File: config.mk
export PLATFORM = sky130hd
export DESIGN_NAME = permutation_shuffle_engine
export DESIGN_NICKNAME = d
export VERILOG_FILES = /design/src/hdl/pse_pkg.sv /design/src/hdl/pse_divider.sv /design/src/hdl/pse_perm_store.sv /design/src/hdl/permutation_shuffle_engine.sv
export SDC_FILE = /design/constraint.sdc
export NUM_CORES = 1
export LEC_CHECK = 0
export ABC_CLOCK_PERIOD_IN_PS = 5800
export BUFFER_PORTS_ARGS = -buffer_cell sky130_fd_sc_hd__clkbuf_2
export CAP_MARGIN = 20
export CELL_PAD_IN_SITES_DETAIL_PLACEMENT = 0
export CELL_PAD_IN_SITES_GLOBAL_PLACEMENT = 1
export CORE_AREA = 3 3 267 269
export DETAILED_ROUTE_END_ITERATION = 8
export DIE_AREA = 0 0 270 272
export GPL_ROUTABILITY_DRIVEN = 0
export PLACE_DENSITY = 0.7
export REMOVE_ABC_BUFFERS = 1
export SYNTH_ARGS = -nofsm -noshare
export SYNTH_HDL_FRONTEND = slang
export SYNTH_SLANG_ARGS = --single-unit
File: constraint.sdc
create_clock -name aclk -period 5.8 [get_ports aclk]
set_clock_uncertainty 0.2 [all_clocks]
set_input_delay 0.29 -clock aclk [delete_from_list [all_inputs] [get_ports aclk]]
set_output_delay 0.29 -clock aclk [all_outputs]
set_load 0.02 [all_outputs]
File: src/hdl/pse_pkg.sv
`timescale 1ns / 1ps

package pse_pkg;

    localparam int WORD_W           = 32;
    localparam int COUNT_W          = 7;
    localparam int FIELD_W          = 6;
    localparam int COUNT_MAX        = 127;
    localparam int MAX_ELEMENTS_DEF = 64;
    localparam int M_TDATA_W        = 16;

    localparam logic [COUNT_W-1:0] COUNT_RESET = 7'd52;
    localparam logic [COUNT_W-1:0] COUNT_MIN   = 7'd2;

endpackage

File: src/hdl/pse_divider.sv
`timescale 1ns / 1ps

module pse_divider (
    input  logic                         aclk,
    input  logic                         aresetn,
    input  logic                         start,
    input  logic [pse_pkg::WORD_W-1:0]   dividend,
    input  logic [pse_pkg::COUNT_W-1:0]  divisor,
    output logic                         done,
    output logic [pse_pkg::COUNT_W-1:0]  remainder
);
    import pse_pkg::*;

    localparam int CNT_W = $clog2(WORD_W);

    logic [WORD_W-1:0]  word_reg, word_next;
    logic [COUNT_W-1:0] rem_reg, rem_next;
    logic [COUNT_W-1:0] div_reg;
    logic [CNT_W-1:0]   cnt_reg;
    logic               busy_reg;
    logic               done_reg;
    logic [COUNT_W:0]   trial;

    // One restoring step per cycle: bring in the next dividend bit, subtract if it fits.
    always_comb begin
        trial     = {rem_reg, word_reg[WORD_W-1]};
        word_next = {word_reg[WORD_W-2:0], 1'b0};
        if (trial >= {1'b0, div_reg}) begin
            rem_next = COUNT_W'(trial - {1'b0, div_reg});
        end else begin
            rem_next = trial[COUNT_W-1:0];
        end
    end

    always_ff @(posedge aclk) begin
        if (!aresetn) begin
            busy_reg <= 1'b0;
            done_reg <= 1'b0;
            cnt_reg  <= '0;
        end else begin
            done_reg <= 1'b0;
            if (start) begin
                busy_reg <= 1'b1;
                cnt_reg  <= CNT_W'(WORD_W - 1);
                word_reg <= dividend;
                div_reg  <= divisor;
                rem_reg  <= '0;
            end else if (busy_reg) begin
                word_reg <= word_next;
                rem_reg  <= rem_next;
                cnt_reg  <= cnt_reg - 1'b1;
                if (cnt_reg == '0) begin
                    busy_reg <= 1'b0;
                    done_reg <= 1'b1;
                end
            end
        end
    end

    assign done      = done_reg;
    assign remainder = rem_reg;

endmodule

File: src/hdl/pse_perm_store.sv
`timescale 1ns / 1ps

module pse_perm_store #(
    parameter int DEPTH = 64,
    parameter int IDX_W = 6
) (
    input  logic                         aclk,
    input  logic                         aresetn,
    input  logic                         clear,
    input  logic                         wr_en,
    input  logic [IDX_W-1:0]             wr_addr,
    input  logic [pse_pkg::FIELD_W-1:0]  wr_data,
    input  logic [IDX_W-1:0]             rd_addr,
    output logic [pse_pkg::FIELD_W-1:0]  rd_data
);
    import pse_pkg::*;

    logic [FIELD_W-1:0] mem [DEPTH];
    logic [DEPTH-1:0]   valid_reg;
    logic [FIELD_W-1:0] rd_mem_reg;
    logic               rd_valid_reg;
    logic [IDX_W-1:0]   rd_addr_reg;

    always_ff @(posedge aclk) begin
        if (wr_en) begin
            mem[wr_addr] <= wr_data;
        end
        rd_mem_reg  <= mem[rd_addr];
        rd_addr_reg <= rd_addr;
    end

    always_ff @(posedge aclk) begin
        if (!aresetn || clear) begin
            valid_reg    <= '0;
            rd_valid_reg <= 1'b0;
        end else begin
            if (wr_en) begin
                valid_reg[wr_addr] <= 1'b1;
            end
            rd_valid_reg <= valid_reg[rd_addr];
        end
    end

    // An entry not written since the last restart holds its own index.
    assign rd_data = rd_valid_reg ? rd_mem_reg : FIELD_W'(rd_addr_reg);

endmodule

File: src/hdl/permutation_shuffle_engine.sv
`timescale 1ns / 1ps
// Each input transfer passes through the bit-serial remainder unit (S_DIV), the store states
// S_RD_I, S_RD_J, S_WR_I and S_WR_J and the output register (S_PUT1) before its first result;
// the final result of a run follows through S_RD_L and S_PUT2.
// A new input item is taken only in S_IDLE, once the previous step is through: the shared
// remainder unit and the single read port of the permutation store serve every step.
// Reset (aresetn low, synchronous): element count 52, store back to identity, step zero.

module permutation_shuffle_engine #(
    parameter int MAX_ELEMENTS = pse_pkg::MAX_ELEMENTS_DEF
) (
    input  logic                            aclk,
    input  logic                            aresetn,
    input  logic                            cfg_wr_en,
    input  logic [pse_pkg::COUNT_W-1:0]     cfg_element_count,
    input  logic                            s_tvalid,
    output logic                            s_tready,
    input  logic [pse_pkg::WORD_W-1:0]      s_tdata,   // [31:0] random_word
    output logic                            m_tvalid,
    input  logic                            m_tready,
    output logic [pse_pkg::M_TDATA_W-1:0]   m_tdata,   // [5:0] position, [11:6] element
    output logic                            m_tlast    // last
);
    import pse_pkg::*;

    localparam int STORE_DEPTH = (MAX_ELEMENTS > COUNT_MAX) ? COUNT_MAX : MAX_ELEMENTS;
    localparam int IDX_W       = $clog2(STORE_DEPTH);
    localparam logic [COUNT_W-1:0] N_CAP = COUNT_W'(STORE_DEPTH);

    typedef enum logic [3:0] {
        S_IDLE,
        S_DIV,
        S_RD_I,
        S_RD_J,
        S_WR_I,
        S_WR_J,
        S_PUT1,
        S_RD_L,
        S_PUT2
    } state_t;

    state_t              state_reg;
    logic [COUNT_W-1:0]  count_reg;
    logic [IDX_W-1:0]    step_reg, step_next;
    logic [IDX_W-1:0]    j_reg;
    logic [FIELD_W-1:0]  vi_reg;
    logic [FIELD_W-1:0]  vj_reg;
    logic                m_tvalid_reg;
    logic [FIELD_W-1:0]  m_pos_reg;
    logic [FIELD_W-1:0]  m_elem_reg;
    logic                m_last_reg;

    logic [COUNT_W-1:0]  n_eff;
    logic [COUNT_W-1:0]  step_ext;
    logic                in_range;
    logic                final_step;
    logic [COUNT_W-1:0]  span;
    logic [IDX_W-1:0]    last_addr;
    logic                accept;
    logic                out_free;
    logic                out_load;
    logic                div_done;
    logic [COUNT_W-1:0]  div_rem;
    logic                st_clear;
    logic                st_wr_en;
    logic [IDX_W-1:0]    st_wr_addr;
    logic [FIELD_W-1:0]  st_wr_data;
    logic [IDX_W-1:0]    st_rd_addr;
    logic [FIELD_W-1:0]  st_rd_data;

    always_comb begin
        if (count_reg < COUNT_MIN) begin
            n_eff = COUNT_MIN;
        end else if (count_reg > N_CAP) begin
            n_eff = N_CAP;
        end else begin
            n_eff = count_reg;
        end
    end

    assign step_ext   = COUNT_W'(step_reg);
    assign in_range   = (step_ext <= n_eff - COUNT_MIN);
    assign final_step = (step_ext == n_eff - COUNT_MIN);
    // A step counter beyond the run restarts it at position zero.
    assign span       = in_range ? (n_eff - step_ext) : n_eff;
    assign last_addr  = IDX_W'(n_eff - 1'b1);
    assign accept     = s_tvalid && s_tready;
    assign out_free   = !m_tvalid_reg || m_tready;
    assign out_load   = ((state_reg == S_PUT1) || (state_reg == S_PUT2)) && out_free;
    assign s_tready   = (state_reg == S_IDLE);

    pse_divider u_divider (
        .aclk      (aclk),
        .aresetn   (aresetn),
        .start     (accept),
        .dividend  (s_tdata),
        .divisor   (span),
        .done      (div_done),
        .remainder (div_rem)
    );

    always_comb begin
        st_wr_en   = 1'b0;
        st_wr_addr = step_reg;
        st_wr_data = st_rd_data;
        st_rd_addr = step_reg;
        case (state_reg)
            S_RD_J: begin
                st_rd_addr = j_reg;
            end
            S_WR_I: begin
                st_wr_en = 1'b1;
            end
            S_WR_J: begin
                st_wr_en   = 1'b1;
                st_wr_addr = j_reg;
                st_wr_data = vi_reg;
            end
            S_RD_L, S_PUT2: begin
                st_rd_addr = last_addr;
            end
            default: begin
                st_rd_addr = step_reg;
            end
        endcase
    end

    always_comb begin
        step_next = step_reg;
        case (state_reg)
            S_IDLE: begin
                if (accept && !in_range) begin
                    step_next = '0;
                end
            end
            S_PUT1: begin
                if (out_free && !final_step) begin
                    step_next = step_reg + 1'b1;
                end
            end
            S_PUT2: begin
                if (out_free) begin
                    step_next = '0;
                end
            end
            default: begin
                step_next = step_reg;
            end
        endcase
        // A new element count starts a fresh run.
        if (cfg_wr_en) begin
            step_next = '0;
        end
    end

    assign st_clear = cfg_wr_en || (accept && !in_range) ||
                      ((state_reg == S_PUT2) && out_free);

    pse_perm_store #(
        .DEPTH (STORE_DEPTH),
        .IDX_W (IDX_W)
    ) u_perm_store (
        .aclk    (aclk),
        .aresetn (aresetn),
        .clear   (st_clear),
        .wr_en   (st_wr_en),
        .wr_addr (st_wr_addr),
        .wr_data (st_wr_data),
        .rd_addr (st_rd_addr),
        .rd_data (st_rd_data)
    );

    always_ff @(posedge aclk) begin
        if (!aresetn) begin
            state_reg    <= S_IDLE;
            count_reg    <= COUNT_RESET;
            step_reg     <= '0;
            m_tvalid_reg <= 1'b0;
        end else begin
            step_reg <= step_next;
            if (out_load) begin
                m_tvalid_reg <= 1'b1;
            end else if (m_tready) begin
                m_tvalid_reg <= 1'b0;
            end
            case (state_reg)
                S_IDLE: begin
                    if (accept) begin
                        state_reg <= S_DIV;
                    end
                end
                S_DIV: begin
                    if (div_done) begin
                        j_reg     <= IDX_W'(COUNT_W'(step_ext + div_rem));
                        state_reg <= S_RD_I;
                    end
                end
                S_RD_I: begin
                    state_reg <= S_RD_J;
                end
                S_RD_J: begin
                    vi_reg    <= st_rd_data;
                    state_reg <= S_WR_I;
                end
                S_WR_I: begin
                    vj_reg    <= st_rd_data;
                    state_reg <= S_WR_J;
                end
                S_WR_J: begin
                    state_reg <= S_PUT1;
                end
                S_PUT1: begin
                    if (out_free) begin
                        m_pos_reg  <= FIELD_W'(step_reg);
                        m_elem_reg <= vj_reg;
                        m_last_reg <= 1'b0;
                        if (final_step) begin
                            state_reg <= S_RD_L;
                        end else begin
                            state_reg <= S_IDLE;
                        end
                    end
                end
                S_RD_L: begin
                    state_reg <= S_PUT2;
                end
                S_PUT2: begin
                    if (out_free) begin
                        m_pos_reg  <= FIELD_W'(last_addr);
                        m_elem_reg <= st_rd_data;
                        m_last_reg <= 1'b1;
                        state_reg  <= S_IDLE;
                    end
                end
                default: begin
                    state_reg <= S_IDLE;
                end
            endcase
            if (cfg_wr_en) begin
                count_reg <= cfg_element_count;
            end
        end
    end

    assign m_tvalid = m_tvalid_reg;
    assign m_tdata  = {{(M_TDATA_W - 2 * FIELD_W){1'b0}}, m_elem_reg, m_pos_reg};
    assign m_tlast  = m_last_reg;

endmodule

* Yosys cells after proc, flatten, opt, wreduce, memory -nomap -nowiden
Memories as Yosys holds them, arrays and structs flattened. A register that Yosys moved wholly into a read port is not among the register bits. Index checks and enable logic that the tools add are counted.
Cells by class: add/sub/neg operators 7, eq/ne operators 15, reduce and logical (&&, ||, !) cells 33, muxes and demuxes 45, order comparisons 7, bitwise operators 3
Operator list (number):
- 2-to-1 mux 32 bit | 2
- bitwise OR 64 bit | 1
- 2-to-1 mux 6 bit | 10
- case mux 4 bit (9 select lines) | 1
- case mux 6 bit (2 select lines) | 3
- 2-to-1 mux 7 bit | 5
- case mux 6 bit (3 select lines) | 1
- == test 4 x 3 -> 1 bit (second input constant) | 4
- 2-to-1 mux 4 bit | 4
- less-than comparator 6 x 7 -> 1 bit (second input constant) | 2
- 2-to-1 mux 1 bit | 13
- AND reduction 4 bit | 3
- 2-to-1 mux 5 bit | 2
- == test 4 x 2 -> 1 bit (second input constant) | 2
- greater-or-equal comparator 8 x 7 -> 1 bit | 1
- != test 2 x 1 -> 1 bit (second input constant) | 4
- AND reduction 2 bit | 4
- == test 6 x 7 -> 1 bit | 1
- greater-than comparator 7 bit (second input constant) | 1
- less-or-equal comparator 6 x 7 -> 1 bit | 1
- less-than comparator 7 x 2 -> 1 bit (second input constant) | 1
- subtractor 7 x 2 -> 7 bit (second input constant) | 1
- subtractor 7 x 6 -> 7 bit | 1
- subtractor 7 bit | 1
- 23 further kinds | 41
Storage, ports and cells: memories kept 1, RAM bits 384, input port bits 44, logic and storage cells 130, flip-flop bits (word level) 173, output and inout port bits 19
Memory list:
- u_perm_store.mem | words 64, bits a word 6, read ports 1, clocked after Yosys merged registers in 1, wr ports 1, RTL line pse_perm_store.sv:18 | logic [FIELD_W-1:0] mem [DEPTH];

* Logic depth before layout (Yosys ltp)
Gate-level depths: netlist (run 1).
depth in word-level cells 10, gate-level depth with buffers 17, mapped depth without buffers 14

* Modules after synthesis
Synthesis (run 1) repeated with hierarchy kept, for this count alone.
Second synthesis, totals: cell total of the unflattened synthesis 1463, area, all modules 23597.6 um^2
Modules (own cells, without submodules):
- pse_perm_store | area each 17825.8 um^2, times used 1, cells each 931
- permutation_shuffle_engine | area each 3203.1 um^2, times used 1, cells each 345
- pse_divider | area each 2568.7 um^2, times used 1, cells each 187

* Least setup slack after synthesis (run 1)
No wires, ideal clock.
kind flip-flop to flip-flop, start point register state_reg[0], end point memory u_perm_store.mem[0][1] (data pin), arrival time 3277 ps, setup slack 1774 ps, cell stages (with the launch flop) 7, path buffers 3, clock period less this slack 4026 ps, required time 5051 ps, setup time 549 ps, path through dfxtp_1 -> clkbuf_1 -> buf_1 -> nor2b_1 -> nand2_1 -> clkbuf_1 -> a21oi_1
Between the ends: longest elaborated chain between the ends 2
Ends and longest elaborated chain:
- start: declaration | RTL line permutation_shuffle_engine.sv:42 | state_t state_reg;
- start signal: assignment | RTL line permutation_shuffle_engine.sv:175 | state_reg <= S_IDLE;
- start signal: assignment | RTL line permutation_shuffle_engine.sv:189 | state_reg <= S_DIV;
- start signal: assignment | RTL line permutation_shuffle_engine.sv:195 | state_reg <= S_RD_I;
- == test 4 x 3 -> 1 bit | RTL line permutation_shuffle_engine.sv:107 | case (state_reg)
- 2-to-1 mux 6 bit | RTL line permutation_shuffle_engine.sv:107
- named net st_wr_data[1] | RTL line permutation_shuffle_engine.sv:67 | logic [FIELD_W-1:0] st_wr_data;
- end: declaration | RTL line pse_perm_store.sv:18
The timed path passes the listed nets, and every way through them passes these cells.

* Worst setup path in the final report (run 1)
start point register count_reg[2], end point register u_perm_store.rd_mem_reg[0] (read register of u_perm_store.mem)
Between the ends: longest elaborated chain between the ends 5
Ends and longest elaborated chain:
- start: declaration | RTL line permutation_shuffle_engine.sv:43 | logic [COUNT_W-1:0] count_reg;
- start signal: assignment | RTL line permutation_shuffle_engine.sv:240 | count_reg <= cfg_element_count;
- greater-than comparator 7 bit | RTL line permutation_shuffle_engine.sv:74 | end else if (count_reg > N_CAP) begin
- 2-to-1 mux 7 bit | RTL line permutation_shuffle_engine.sv:74
- 2-to-1 mux 7 bit (*) | RTL line permutation_shuffle_engine.sv:72 | if (count_reg < COUNT_MIN) begin
- subtractor 6 x 1 -> 6 bit (*) | RTL line permutation_shuffle_engine.sv:86 | assign last_addr = IDX_W'(n_eff - 1'b1);
- case mux 6 bit (2 select lines) (*) | RTL line permutation_shuffle_engine.sv:107
- end: declaration | RTL line pse_perm_store.sv:20 | logic [FIELD_W-1:0] rd_mem_reg;
Mark *: on every way between the ends. The rest lies on a longest branch, timed or not. A chain may end at the register's enable or synchronous reset.

==> key figures, run 1 <==
Finish
  – Non-Filler Instances: 3091
  – Ant. Diodes: 0
  – Number of flip-flops under the largest register name: 384
  – Final net count: 2190
  – Synthesis-to-layout area growth: 15.20%
  – Final Cell Area: 27730 um2
  – Layout cells sized above 1: 0.09583
  – Final core utilization: 0.4029

Floorplanning
  – Row Count: 96
  – Die Area: 73440 um2
  – Initial core utilization: 0.3498
  – Die Width: 270 um
  – Core ar.: 68830 um2
  – DIE HEIGHT: 272 um
  – Ports: 63

STA
  – Fin crit period: 4.505 ns
  – Hold slack: 0.06786 ns
  – Worst slew margin: 0.2858
  – FMAX: 222.0 MHz
  – Worst-Margin Slew: 1.069 ns
  – Fin. Hold Viols: 0
  – Endpoints failing setup: 0
  – Period utilization: 0.7768
  – RSZ-0062 raised after global routing: no
  – Final setup margin: 1.295 ns
  – Fin. max-slew vios: 0

Worst setup path
  – Worst Path Arrival: 4.80 ns
  – Crit path launch type: flip-flop
  – CP Max Fanout: 34
  – Worst setup path startpoint: count_reg[2]
  – R2R Path Start: count_reg[2]
  – Critical Path RT: 6.09 ns
  – CP peak stage delay: 0.51 ns
  – Slowest CP cell: buf_4
  – CP endpoint kind: flip-flop
  – Setup CP Type: flip-flop to flip-flop
  – Crit-path cells: or3_1 -> nor2_1 -> o21ai_0 -> ha_1 -> xnor2_1 -> a211oi_1 -> nor2_4 -> buf_4 -> buf_4 -> nand3_1 -> nand3_1 -> nand4_1 -> a22o_1 -> a221o_1

Placement
  – DP HPWL: 42.33 mm
  – Dpl cell area: 25380 um2
  – IO Port Bufs: 58
  – Pre-CTS WS: 1.369 ns
  – Placed cells: 2931

Job
  – Max Cap Viol: 0

Clock tree
  – CTS H-tree lvls: 2
  – Clk root buf: clkbuf_16
  – CTS tree: built
  – Clock transition at the registers of the reported paths: 0.06 ns
  – CTS Buf Count: 56
  – Worst skew pair latency: 0.61 ns
  – Clock sink count: 563
  – Max Root-Sink Buffers: 3

Synthesis
  – Primary FF master, synth: edfxtp_1
  – Most frequent cell after synthesis: nand2_1
  – Yosys Warn Count: 0
  – Sequential share of the synthesized area: 0.6598
  – Leading area contributor after synthesis: edfxtp_1
  – Post-Syn Area per Cell: 11.87 um2
  – Number of synthesized flops with an enable pin: 461
  – Ranking of synthesized cells by area: edfxtp_1 (58%), dfxtp_1 (8.5%), nand2_1 (7.4%)
  – Async SR Flop Fraction: 0
  – Post-synthesis cell count: 2028
  – Share of the synthesized area in the top cell type: 0.5750
  – Post-synth cell types: 76
  – Commonest cells in the netlist: nand2_1 (477), edfxtp_1 (461), nand3_1 (134)
  – Cell Area, Synth: 24070 um2
  – #FFs+latches synth: 563

Global route
  – Largest net degree at the start of global routing: 122
  – Grt met1 use: 0.2422
  – Most used routing layer: met2
  – Initial antenna violation count: 0
  – Met3 usage: 0.02854
  – Total GRT Usage: 0.1782
  – Total gr overflow: 0
  – Vias in the first global route: 16040
  – Global-route wire length before repair: 100.8 mm
  – Met2 usage: 0.2922

Detailed routing
  – Initial DRC count: 1689
  – Vias: 16390
  – TritonRoute pass-1 iters: 6
  – Via/cell ratio: 5.303
  – Residual DRC count: 0
  – DRT Wirelength: 66.43 mm
  – WL/cell: 21.49 um
  – Antenna Violating Nets Remaining: 0

Power and ir drop
  – PwrDens: 308.8 nW/um2
  – Leakage power: 10.11 nW
  – Maximum vdd ir drop: 223.1 uV

Hold path
  – Hold path start: aresetn
  – Worst hold-check path type: primary input to flip-flop

Run status
  – Status: finished clean
cells in the final DEF (no fill, tap or decap), types with 39 or more instances in the layout:
master,count
a21oi_1,51
clkbuf_16,57
clkbuf_2,58
dfxtp_1,102
dlygate4sd3_1,52
edfxtp_1,461
inv_1,39
mux2i_1,70
nand2_1,477
nand3_1,134
nor2_1,115
o21a_1,71
o21ai_0,42
repair_timing:
action,4_1_cts,5_1_grt
setup endpoints to repair,0,0
gates resized for setup,0,0
endpoints found under the hold margin,45,0
hold buffers,52,0
setup buffers,0,0
cell type report:
class | instances | area [um2]
timing repair buffer | 144 | 1185
fill | 6437 | 41090
clock buffer | 80 | 1583
clock inverter | 25 | 183.9
sequential | 563 | 15890
multi-input combinational | 1305 | 7566
inverter | 43 | 165.2
tap | 931 | 1165
cells by family (layout without fill, tap and decap cells):
logic type / after synthesis / in the layout / share of synthesized area
compound gates: 314 / 314 / 0.09147
xor+xnor: 21 / 21 / 0.007640
fa+ha+maj: 33 / 33 / 0.01809
buf+inv: 163 / 292 / 0.03014
flops: 563 / 563 / 0.6598
mux: 81 / 81 / 0.03893
other cells: 1 / 4 / 0.0001558
simple gates: 852 / 852 / 0.1537
through the flow:
stage,power (mW),TNS (ns)
floorplan,4.896,-20.27
global placement,5.073,0
detailed placement,5.083,0
CTS,8.620,0
global route,8.848,0
finish,8.563,0
report_power, final:
part,internal [mW],switching [mW]
logic,0.212,0.346
registers,4.43,0.0430
clock network,1.98,1.54
total,6.63,1.93
critical path, delay by kind of cell (launching register included):
kind | cells | cell delay, ns
AOI/OAI and AO/OA | 4 | 0.94
xor gates and xnor gates | 1 | 0.31
adders and majority gates | 1 | 0.32
buffers and inverters | 2 | 0.94
DFF | 1 | 0.34
and+or+nand+nor | 6 | 1.32
per-layer routing:
metal / wire, um / vias to the layer above / share of wire
li1: - / 7514 / -
met1: 28770 / 8104 / 0.43
met2: 31160 / 644 / 0.47
met3: 4485 / 129 / 0.068
met4: 2003 / 0 / 0.030
met5: 0 / - / 0
worst paths after layout:
check                                     to  slack [ns]  cells after the start
setup / recovery  u_perm_store.rd_mem_reg[0]        1.29                     14
hold / removal                      m_tvalid        0.07                      2
hold reg to reg   u_perm_store.valid_reg[42]        0.26                      1
setup reg to reg  u_perm_store.rd_mem_reg[0]        1.29                     14
Power figures use the tool's default switching activity.
==> run 2: changes to the inputs <==
ABC_CLOCK_PERIOD_IN_PS = 4000   (was 5800)
PLACE_DENSITY = 0.72   (was 0.7)
clock period = 4 ns   (was 5.8 ns; I/O delays follow)
==> key figures, run 2 (synthesized netlist as in run 1, its figures left out) <==
Run status
  – Status: finished clean (unchanged)

Power and ir drop
  – Maximum vdd ir drop: 311.2 uV (was 223.1 uV)
  – Combinational power share: 0.067 (was 0.065)
  – Sw power: 2.814 mW (was 1.933 mW)
  – Sw Share: 0.2209 (was 0.2257)
  – Leakage power: 10.63 nW (was 10.11 nW)
  – Clock power frac: 0.424 (was 0.412)
  – Internal: 9.925 mW (was 6.631 mW)
  – Sequential power share: 0.509 (was 0.523)
  – PwrDens: 445.4 nW/um2 (was 308.8 nW/um2)
  – Power, Total: 12.74 mW (was 8.563 mW)

Finish
  – Commonest non-fill, non-tap cells in the layout: nand2_1 (477), edfxtp_1 (461), nand3_1 (134) (unchanged)
  – Layout cells sized above 1: 0.1305 (was 0.09583)
  – Filler cell count: 6403 (was 6437)
  – Commonest non-fill, non-tap cell in the layout: nand2_1 (unchanged)
  – Final core utilization: 0.4156 (was 0.4029)
  – Ant. Diodes: 0 (unchanged)
  – Area of the multi-input gates: 7591 um2 (was 7566 um2)
  – Synthesis-to-layout area growth: 18.81% (was 15.20%)
  – Number of flip-flops under the largest register name: 384 (unchanged)
  – Non-Filler Instances: 3176 (was 3091)
  – Final Cell Area: 28600 um2 (was 27730 um2)
  – Final net count: 2274 (was 2190)
  – FF+latch area: 15890 um2 (unchanged)

Worst setup path
  – Crit path launch type: flip-flop (unchanged)
  – Critical Path RT: 4.29 ns (was 6.09 ns)
  – Worst Path Arrival: 4.12 ns (was 4.80 ns)
  – Setup CP Type: flip-flop to flip-flop (unchanged)
  – CP Max Fanout: 10 (was 34)
  – CP endpoint kind: flip-flop (unchanged)

Clock tree
  – Clock transition at the registers of the reported paths: 0.06 ns (about the same)
  – CTS tree: built (unchanged)
  – CTS Buf Count: 57 (was 56)
  – Max Root-Sink Buffers: 3 (unchanged)
  – Postcts setup bufs: 0 (unchanged)
  – Clock sink count: 563 (unchanged)
  – Worst skew pair latency: 0.63 ns (was 0.61 ns)
  – Clk root buf: clkbuf_16 (unchanged)
  – CTS H-tree lvls: 2 (unchanged)

STA
  – FMAX: 261.1 MHz (was 222.0 MHz)
  – Worst-Margin Slew: 1.147 ns (was 1.069 ns)
  – RSZ-0062 raised after global routing: no (unchanged)
  – Hold slack: 0.05615 ns (was 0.06786 ns)
  – Worst slew margin: 0.2305 (was 0.2858)
  – Final setup TNS: 0 ns (unchanged)
  – Period utilization: 0.9574 (was 0.7768)
  – Endpoints failing setup: 0 (unchanged)
  – Fin. max-slew vios: 0 (unchanged)
  – Fin crit period: 3.829 ns (was 4.505 ns)
  – Fin. Hold Viols: 0 (unchanged)
  – Final setup margin: 0.1705 ns (was 1.295 ns)

Global route
  – Largest net degree at the start of global routing: 65 (was 122)
  – Vias in the first global route: 16190 (was 16040)
  – Initial antenna violation count: 0 (unchanged)
  – Total gr overflow: 0 (unchanged)
  – Global-route wire length before repair: 98.33 mm (was 100.8 mm)
  – Total GRT Usage: 0.1730 (was 0.1782)

Placement
  – Dpl cell area: 26040 um2 (was 25380 um2)
  – DP HPWL: 42.19 mm (was 42.33 mm)
  – Pre-CTS WS: 0.1071 ns (was 1.369 ns)
  – IO Port Bufs: 58 (unchanged)
  – Placed cells: 3010 (was 2931)

Detailed routing
  – TritonRoute pass-1 iters: 5 (was 6)
  – Via/cell ratio: 5.236 (was 5.303)
  – Residual DRC count: 0 (unchanged)
  – WL/cell: 20.44 um (was 21.49 um)
  – DRT Wirelength: 64.93 mm (was 66.43 mm)
  – Initial DRC count: 1553 (was 1689)
  – Antenna Violating Nets Remaining: 0 (unchanged)
  – Vias: 16630 (was 16390)

Floorplanning
  – DIE HEIGHT: 272 um (unchanged)
  – Row Count: 96 (unchanged)
  – Die Area: 73440 um2 (unchanged)
  – Ports: 63 (unchanged)
  – Die Width: 270 um (unchanged)
  – Core ar.: 68830 um2 (unchanged)
  – Initial core utilization: 0.3498 (unchanged)

Job
  – Max Cap Viol: 0 (unchanged)

Hold path
  – Worst hold-check path type: primary input to flip-flop (unchanged)
==> run 2: changes by cell type in the layout (fill, tap and decap cells not counted), moves of 3 or more <==
| cell | previous run | this run |
|---|---|---|
| dlygate4sd3_1 | 52 | 58 |
| buf_12 | 6 | 11 |
| clkbuf_1 | 16 | 12 |
| clkbuf_16 | 57 | 61 |
| buf_4 | 25 | 99 |
| clkbuf_8 | 7 | 10 |
==> run 2: final timing paths <==
check,endpoint,from,slack [ns],depth (start not counted)
setup / recovery,u_perm_store.rd_valid_reg,count_reg[2],0.17,13
hold / removal,step_reg[3],s_tvalid,0.06,4
setup reg to reg,u_perm_store.rd_valid_reg,count_reg[2],0.17,13
hold reg to reg,u_perm_store.valid_reg[42],u_perm_store.valid_reg[42],0.26,1
==> run 2: worst max-delay path, stage by stage, from the launching register on <==
cell	delay [ns]
dfxtp_1	0.34
or3_1	0.41
o211ai_2	0.21
ha_2	0.27
or3b_2	0.49
a221oi_4	0.31
nor2_1	0.07
nor2_1	0.16
buf_4	0.26
inv_1	0.08
or2_2	0.32
o41a_1	0.43
nand4_1	0.10
a211oi_1	0.05
==> run 2: per-layer routing <==
metal	GRT usage	part of all wire	wire length, um	up-vias
li1	-	-	-	7670
met1	0.2363	0.43	27950	8220
met2	0.2808	0.47	30220	616
met3	0.02537	0.069	4476	122
met4	0.06380	0.035	2288	0
met5	0	0	0	-
==> run 2: timing repair <==
item | CTS | global route
gates resized for setup | 0 | 5
endpoints found under the hold margin | 57 | 0
hold buffers | 58 | 0
setup endpoints to repair | 0 | 4
==> run 2: power by group through the flow <==
stage               clock network (mW)  registers (mW)  logic [mW]
floorplan                            0            6.60       0.501
global placement                     0            6.61       0.778
detailed placement                   0            6.61       0.792
CTS                               5.51            6.48       0.842
global route                      5.73            6.49       0.948
finish                            5.40            6.48       0.857
==> run 2: area by class of cell <==
| class | instances | share of cell area |
|---|---|---|
| clock inverter | 24 | 0.007917 |
| timing repair buffer | 227 | 0.06509 |
| inverter | 43 | 0.005774 |
| tap | 931 | 0.04072 |
| clock buffer | 83 | 0.05975 |
| sequential | 563 | 0.5554 |
| multi-input combinational | 1305 | 0.2654 |
